===== src/u8s8dp_pkg.sv =====
// ----------------------------------------------------------------------------
// u8s8dp_pkg
// Types, widths and helper functions shared by the u8 x s8 dot-product
// accumulator and its group multiply-add unit.
// ----------------------------------------------------------------------------
package u8s8dp_pkg;

  localparam int GROUP_SIZE = 4;
  localparam int NUM_PAIRS  = (GROUP_SIZE + 1) / 2;

  localparam int SRC_W  = 8;
  localparam int WT_W   = 8;
  localparam int PROD_W = SRC_W + WT_W + 1;
  localparam int PAIR_W = PROD_W + 1;
  localparam int GRP_W  = PAIR_W + $clog2(NUM_PAIRS);
  localparam int ACC_W  = 32;
  localparam int SAT_W  = 16;

  typedef logic        [SRC_W-1:0]  src_t;
  typedef logic signed [WT_W-1:0]   wt_t;
  typedef logic signed [PROD_W-1:0] prod_t;
  typedef logic signed [PAIR_W-1:0] pair_t;
  typedef logic signed [GRP_W-1:0]  grp_sum_t;
  typedef logic        [ACC_W-1:0]  acc_t;

  localparam pair_t SAT_MAX = pair_t'((1 << (SAT_W - 1)) - 1);
  localparam pair_t SAT_MIN = -pair_t'(1 << (SAT_W - 1));

  function automatic pair_t sat_pair(input pair_t value);
    pair_t result;
    result = value;
    if (value > SAT_MAX) begin
      result = SAT_MAX;
    end else if (value < SAT_MIN) begin
      result = SAT_MIN;
    end
    return result;
  endfunction

endpackage


===== src/u8s8dp_group.sv =====
// ----------------------------------------------------------------------------
// u8s8dp_group
// Multiplies one group of unsigned source bytes by signed weights, adds the
// products in adjacent pairs, optionally clamps each pair to signed 16 bits,
// and returns the sum of the pairs.
// ----------------------------------------------------------------------------
module u8s8dp_group
  import u8s8dp_pkg::*;
(
  input  src_t     src [GROUP_SIZE],
  input  wt_t      wt  [GROUP_SIZE],
  input  logic     saturate,
  output grp_sum_t grp_sum
);

  prod_t prod [GROUP_SIZE];
  pair_t pair [NUM_PAIRS];

  always_comb begin
    for (int i = 0; i < GROUP_SIZE; i++) begin
      prod[i] = prod_t'($signed({1'b0, src[i]})) * prod_t'(wt[i]);
    end
  end

  always_comb begin
    pair_t raw;
    for (int p = 0; p < NUM_PAIRS; p++) begin
      raw = pair_t'(prod[2*p]);
      if (2*p + 1 < GROUP_SIZE) begin
        raw = raw + pair_t'(prod[2*p + 1]);
      end
      pair[p] = saturate ? sat_pair(raw) : raw;
    end
  end

  always_comb begin
    grp_sum = '0;
    for (int p = 0; p < NUM_PAIRS; p++) begin
      grp_sum = grp_sum + grp_sum_t'(pair[p]);
    end
  end

endmodule


===== src/u8_s8_dot_product_accumulator.sv =====
// ----------------------------------------------------------------------------
// u8_s8_dot_product_accumulator
// Accepts one group of four byte pairs per cycle while in_stall is low and emits the 32-bit
// wrapping dot product on the group marked last.
// Data path: inputs are registered in stage 1, the group sum in stage 2, then the sum in the output register.
// Throughput: one group per cycle through the two-stage multiply-add pipeline, unless a held result stalls it.
// Reset: synchronous active-low rst_n clears valids, accumulator and mode.
// ----------------------------------------------------------------------------
module u8_s8_dot_product_accumulator
  import u8s8dp_pkg::*;
(
  input  logic               clk,
  input  logic               rst_n,

  input  logic               cfg_valid,
  output logic               cfg_ready,
  input  logic               cfg_saturate_pairs,

  input  logic               in_valid,
  output logic               in_stall,
  input  logic        [7:0]  in_src0,
  input  logic        [7:0]  in_src1,
  input  logic        [7:0]  in_src2,
  input  logic        [7:0]  in_src3,
  input  logic signed [7:0]  in_wt0,
  input  logic signed [7:0]  in_wt1,
  input  logic signed [7:0]  in_wt2,
  input  logic signed [7:0]  in_wt3,
  input  logic               in_last,

  output logic               out_valid,
  input  logic               out_stall,
  output logic signed [31:0] out_dot_sum
);

  logic     sat_r;
  logic     adv;

  logic     s1_valid_r;
  logic     s1_last_r;
  src_t     s1_src_r [GROUP_SIZE];
  wt_t      s1_wt_r  [GROUP_SIZE];

  grp_sum_t grp_sum;

  logic     s2_valid_r;
  logic     s2_last_r;
  grp_sum_t s2_sum_r;

  acc_t     acc_r;
  acc_t     acc_sum;
  acc_t     acc_nxt;

  logic     out_valid_r;
  acc_t     out_sum_r;

  assign cfg_ready = 1'b1;
  assign adv       = !(out_valid_r && out_stall);
  assign in_stall  = !adv;

  always_ff @(posedge clk) begin
    if (!rst_n) begin
      sat_r <= 1'b0;
    end else if (cfg_valid && cfg_ready) begin
      sat_r <= cfg_saturate_pairs;
    end
  end

  always_ff @(posedge clk) begin
    if (!rst_n) begin
      s1_valid_r <= 1'b0;
    end else if (adv) begin
      s1_valid_r <= in_valid;
    end
  end

  always_ff @(posedge clk) begin
    if (adv) begin
      s1_last_r   <= in_last;
      s1_src_r[0] <= in_src0;
      s1_src_r[1] <= in_src1;
      s1_src_r[2] <= in_src2;
      s1_src_r[3] <= in_src3;
      s1_wt_r[0]  <= in_wt0;
      s1_wt_r[1]  <= in_wt1;
      s1_wt_r[2]  <= in_wt2;
      s1_wt_r[3]  <= in_wt3;
    end
  end

  u8s8dp_group u_group (
    .src      (s1_src_r),
    .wt       (s1_wt_r),
    .saturate (sat_r),
    .grp_sum  (grp_sum)
  );

  always_ff @(posedge clk) begin
    if (!rst_n) begin
      s2_valid_r <= 1'b0;
    end else if (adv) begin
      s2_valid_r <= s1_valid_r;
    end
  end

  always_ff @(posedge clk) begin
    if (adv) begin
      s2_last_r <= s1_last_r;
      s2_sum_r  <= grp_sum;
    end
  end

  assign acc_sum = acc_r + acc_t'(s2_sum_r);
  assign acc_nxt = s2_last_r ? '0 : acc_sum;

  always_ff @(posedge clk) begin
    if (!rst_n) begin
      acc_r       <= '0;
      out_valid_r <= 1'b0;
    end else if (adv) begin
      out_valid_r <= s2_valid_r && s2_last_r;
      if (s2_valid_r) begin
        acc_r <= acc_nxt;
      end
    end
  end

  always_ff @(posedge clk) begin
    if (adv) begin
      out_sum_r <= acc_sum;
    end
  end

  assign out_valid   = out_valid_r;
  assign out_dot_sum = $signed(out_sum_r);

  a_stall_back: assert property (@(posedge clk) disable iff (!rst_n)
    (out_valid_r && out_stall) |-> in_stall)
    else $error("Input not stalled while a result is held.");

  a_acc_clear: assert property (@(posedge clk) disable iff (!rst_n)
    (adv && s2_valid_r && s2_last_r) |=> (acc_r == '0))
    else $error("Accumulator not cleared after the last group.");

  a_emit_src: assert property (@(posedge clk) disable iff (!rst_n)
    $rose(out_valid_r) |-> $past(s2_valid_r && s2_last_r))
    else $error("Result presented without a last group.");

  a_sat_range: assert property (@(posedge clk) disable iff (!rst_n)
    (adv && s1_valid_r && sat_r) |=> (s2_sum_r >= -grp_sum_t'(65536) &&
                                      s2_sum_r <= grp_sum_t'(65534)))
    else $error("Saturated group sum out of range.");

endmodule


===== config.mk =====
export PLATFORM = sky130hd
export DESIGN_NAME = u8_s8_dot_product_accumulator
export DESIGN_NICKNAME = d
export VERILOG_FILES = /design/src/u8s8dp_pkg.sv /design/src/u8s8dp_group.sv /design/src/u8_s8_dot_product_accumulator.sv
export SDC_FILE = /design/constraint.sdc
export NUM_CORES = 1
export LEC_CHECK = 0
export ABC_AREA = 1
export BUFFER_PORTS_ARGS = -buffer_cell sky130_fd_sc_hd__buf_2
export CAP_MARGIN = 40
export CELL_PAD_IN_SITES_DETAIL_PLACEMENT = 1
export CELL_PAD_IN_SITES_GLOBAL_PLACEMENT = 2
export CORE_ASPECT_RATIO = 1.4
export CORE_UTILIZATION = 34
export DETAILED_ROUTE_END_ITERATION = 6
export MAX_ROUTING_LAYER = met4
export PLACE_DENSITY_LB_ADDON = 0.12
export SLEW_MARGIN = 20
export SYNTH_ARGS = -nofsm -noshare
export SYNTH_HDL_FRONTEND = slang
export SYNTH_SLANG_ARGS = --single-unit

===== constraint.sdc =====
create_clock -name clk -period 7.5 [get_ports clk]
set_clock_uncertainty 0.15 [all_clocks]
set_input_delay 1.125 -clock clk [delete_from_list [all_inputs] [get_ports clk]]
set_output_delay 1.125 -clock clk [all_outputs]
set_load 0.1 [all_outputs]

==> results.toml <==
[worst_setup_path]
cp_max_fo = 5
crit_type = "reg2reg"
cp_slowest_cell = "fa_1"
r2r_cells = 34
cp.arrival_ns = 7.61
end_kind = "flip-flop"
crit_top_cell = "fa_1"
start_kind = "flip-flop"
worst_path_largest_cell_delay_ns = 0.58
cp.required_ns = 7.60
crit_family = "adder cells"
r2r-start = "s1_src_r[21]"
r2r_setup_slack_ns = -0.01
path_buf_inv = 8
reg2reg_to = "s2_sum_r[16]"

[sta]
max_freq_mhz = 133
hold_viol = 0
setup_tns_ns = -0.0138
slew_violations = 0
worstMarginPinSlew_ns = 0.787
grt_setup_unrepaired = "true"
fin_ws_ns = -0.0120
post-route-period-util_pct = 100
finalCriticalPeriod_ns = 7.51
setup_violations = 3
max-slew-margin-rel_pct = 47.5

[cts]
cts-buffers-inserted = 17
cts_max_level = 4
clock_sinks = 153
cts_hold_buffers = 0
path_clk_slew_ns = 0.07
worstSkewPairLatency_ns = 0.50
cts_tree = "built"
clock_path_buffers = 2
clockRootBuffer = "clkbuf_16"

[floorplan]
die_x_um = 198
ioPinCount = 106
fp.coreArea_mm2 = 0.0532
rows = 100
start_util_pct = 34.4
chipHeight_um = 276
fp.dieArea_mm2 = 0.0547

[global_routing]
grt_pass1_vias = 17500
grt_pass1_wl_mm = 93.3
antenna_found_initial = 0
track_usage_pct = 23.4
grt_max_degree = 58
gr-total-overflow = 0

[run_status]
violations = "setup timing"
status = "complete, but fails checks"

[detailed_routing]
drtAntennaViolNets = 0
wl_per_cell_um = 17.6
dr.first_iter.drc_count = 426
avgViaCountPerCell = 4.59
drc = 0
first_pass_iters = 5
wirelength_mm = 59.0
vias = 15400

[synth]
yosys.area.top_type = "fa_1"
syn-num-nets = 2789
postSynthCellCount = 2325
yosysSeqAreaShare_pct = 23.2
synthArstFlopShare_pct = 0
syn_avg_cell_area_um2 = 7.87
synth-main-ff-cell = "edfxtp_1"
yosys-top-cells-area = "fa_1, edfxtp_1, ha_1"
syn_area_mm2 = 0.0183
yosysWarningCount = 0
synth-edff-count = 117
yosysTopAreaCellShare_pct = 21.9
synth_cell_type_count = 42
ys_seq_elements = 153

[finish]
nets = 3088
area_delta_synth_final_pct = 26.4
drive_gt1_share_pct = 22.7
antenna_cells = 0
final_area_mm2 = 0.0231
nFillCells = 6442

[job]
timing.max_cap.violations = 0

[worst_hold_path]
hp-start = "s1_last_r"
hold_depth = 0
min_path_type = "reg2reg"
worstHoldEndpoint = "s2_last_r"

[placed_design]
gp_congestion = 0.889
portBuffers = 104
dpl_cell_area_mm2 = 0.0209
dp_hpwl_mm = 50.0
-- how the worst max path moves through the flow --
stage	endpoint	start	cells after the start	slack (ns)
2_1_floorplan	s2_sum_r[11]	s1_wt_r[31]	31	0.03
3_3_place_gp	s2_sum_r[15]	s1_wt_r[15]	32	-0.46
3_5_place_dp	s2_sum_r[15]	s1_wt_r[15]	32	-0.55
4_1_cts	s2_sum_r[10]	s1_wt_r[7]	35	-0.01
5_1_grt	s2_sum_r[10]	s1_src_r[13]	33	-0.28
6_report	s2_sum_r[16]	s1_src_r[21]	34	-0.01
-- registers in the layout (all words and copies together) (netlist names), 19 cells and up --
signal / flops
s2_sum_r: 19
out_dot_sum: 32
acc_r: 32
s1_src_r: 32
s1_wt_r: 32
-- layout by cell type (no fill, tap or decap), types with 28 or more instances in the layout --
master,synthesis,final
nand2_2,12,31
inv_1,601,583
a21oi_1,107,84
ha_1,193,167
buf_2,1,104
nand3_1,68,59
nor2_1,88,77
xor2_1,29,28
edfxtp_1,117,117
nand2_1,615,580
buf_4,1,227
fa_1,200,192
dfxtp_1,36,36
-- cell families after synthesis --
kind of cell             synth area share, %
AO/OA/AOI/OAI                           5.88
XOR/XNOR                                2.30
adder cells (fa/ha/maj)                 35.1
buffers and inverters                   14.1
flip-flops                              23.2
other                                 0.0205
AND/OR/NAND/NOR                         19.5
-- metrics by stage --
stage                     hold slack (ns)  setup WS, ns  instances  utilization (%)
final                               0.275       -0.0120       3351             43.5
after global placement              0.255        -0.460       3257             39.2
after global routing                0.283        -0.275       3351             43.5
after CTS                           0.274       -0.0103       3314             41.4
after detailed placement            0.272        -0.546       3259             39.3
after floorplan                     0.250        0.0302       2325                -
-- Yosys cell counts, types with 2 or more instances --
library cell  number
or2_2             12
inv_1            601
fa_1             200
a21oi_2            6
nor2_1            88
nand2_1          615
nand2_2           12
nand2_4            3
and2_1            20
nand3_1           68
nor3_1            12
xor2_1            29
xnor2_1           19
nand3_2            3
o21ai_2            9
a21o_1            12
o21ai_1            9
dfxtp_1           36
nand4_1           14
a31oi_1            2
o21bai_1           5
o21ai_0           40
clkinv_1           6
nor4_1             3
ha_1             193
clkbuf_1          70
a21oi_1          107
edfxtp_1         117
-- repair_timing --
item / 4_1_cts / 5_1_grt
cloned: 0 / 0
setup endpoints to repair: 17 / 16
setup buffers: 23 / 37
pin swaps: 30 / 74
resized for setup: 90 / 177
endpoints found under the hold margin: 0 / 0
-- layout make-up --
cell class              count  area (µm²)  area share (%)
clock buffers              17         425            1.84
clock inverters            15         160           0.693
inverters                 607        2290            9.92
multi-input cells        1491       12600            54.4
flip-flops and latches    153        4230            18.3
well taps                 714         893            3.86
repair buffers            354        2540            11.0
-- worst reg2reg max path, delay by kind of cell (launching register included) --
family,cells,cell delay (ns)
flip-flops,1,0.42
adder cells (fa/ha/maj),10,4.19
AND/OR/NAND/NOR,12,1.10
AO/OA/AOI/OAI,4,0.58
buffers and inverters,8,0.81
-- layer usage --
layer  track usage [%]  vias to the layer above  wire length [µm]
li1                  -                     7567                 -
met1              22.3                     7520             21200
met2              45.5                      178             34000
met3              2.72                      122               959
met4              11.1                        0              2780
met5                 -                        -                 0
Power is not shown: default switching activity piles up to over one toggle a cycle in this logic, so the estimate is an artifact.
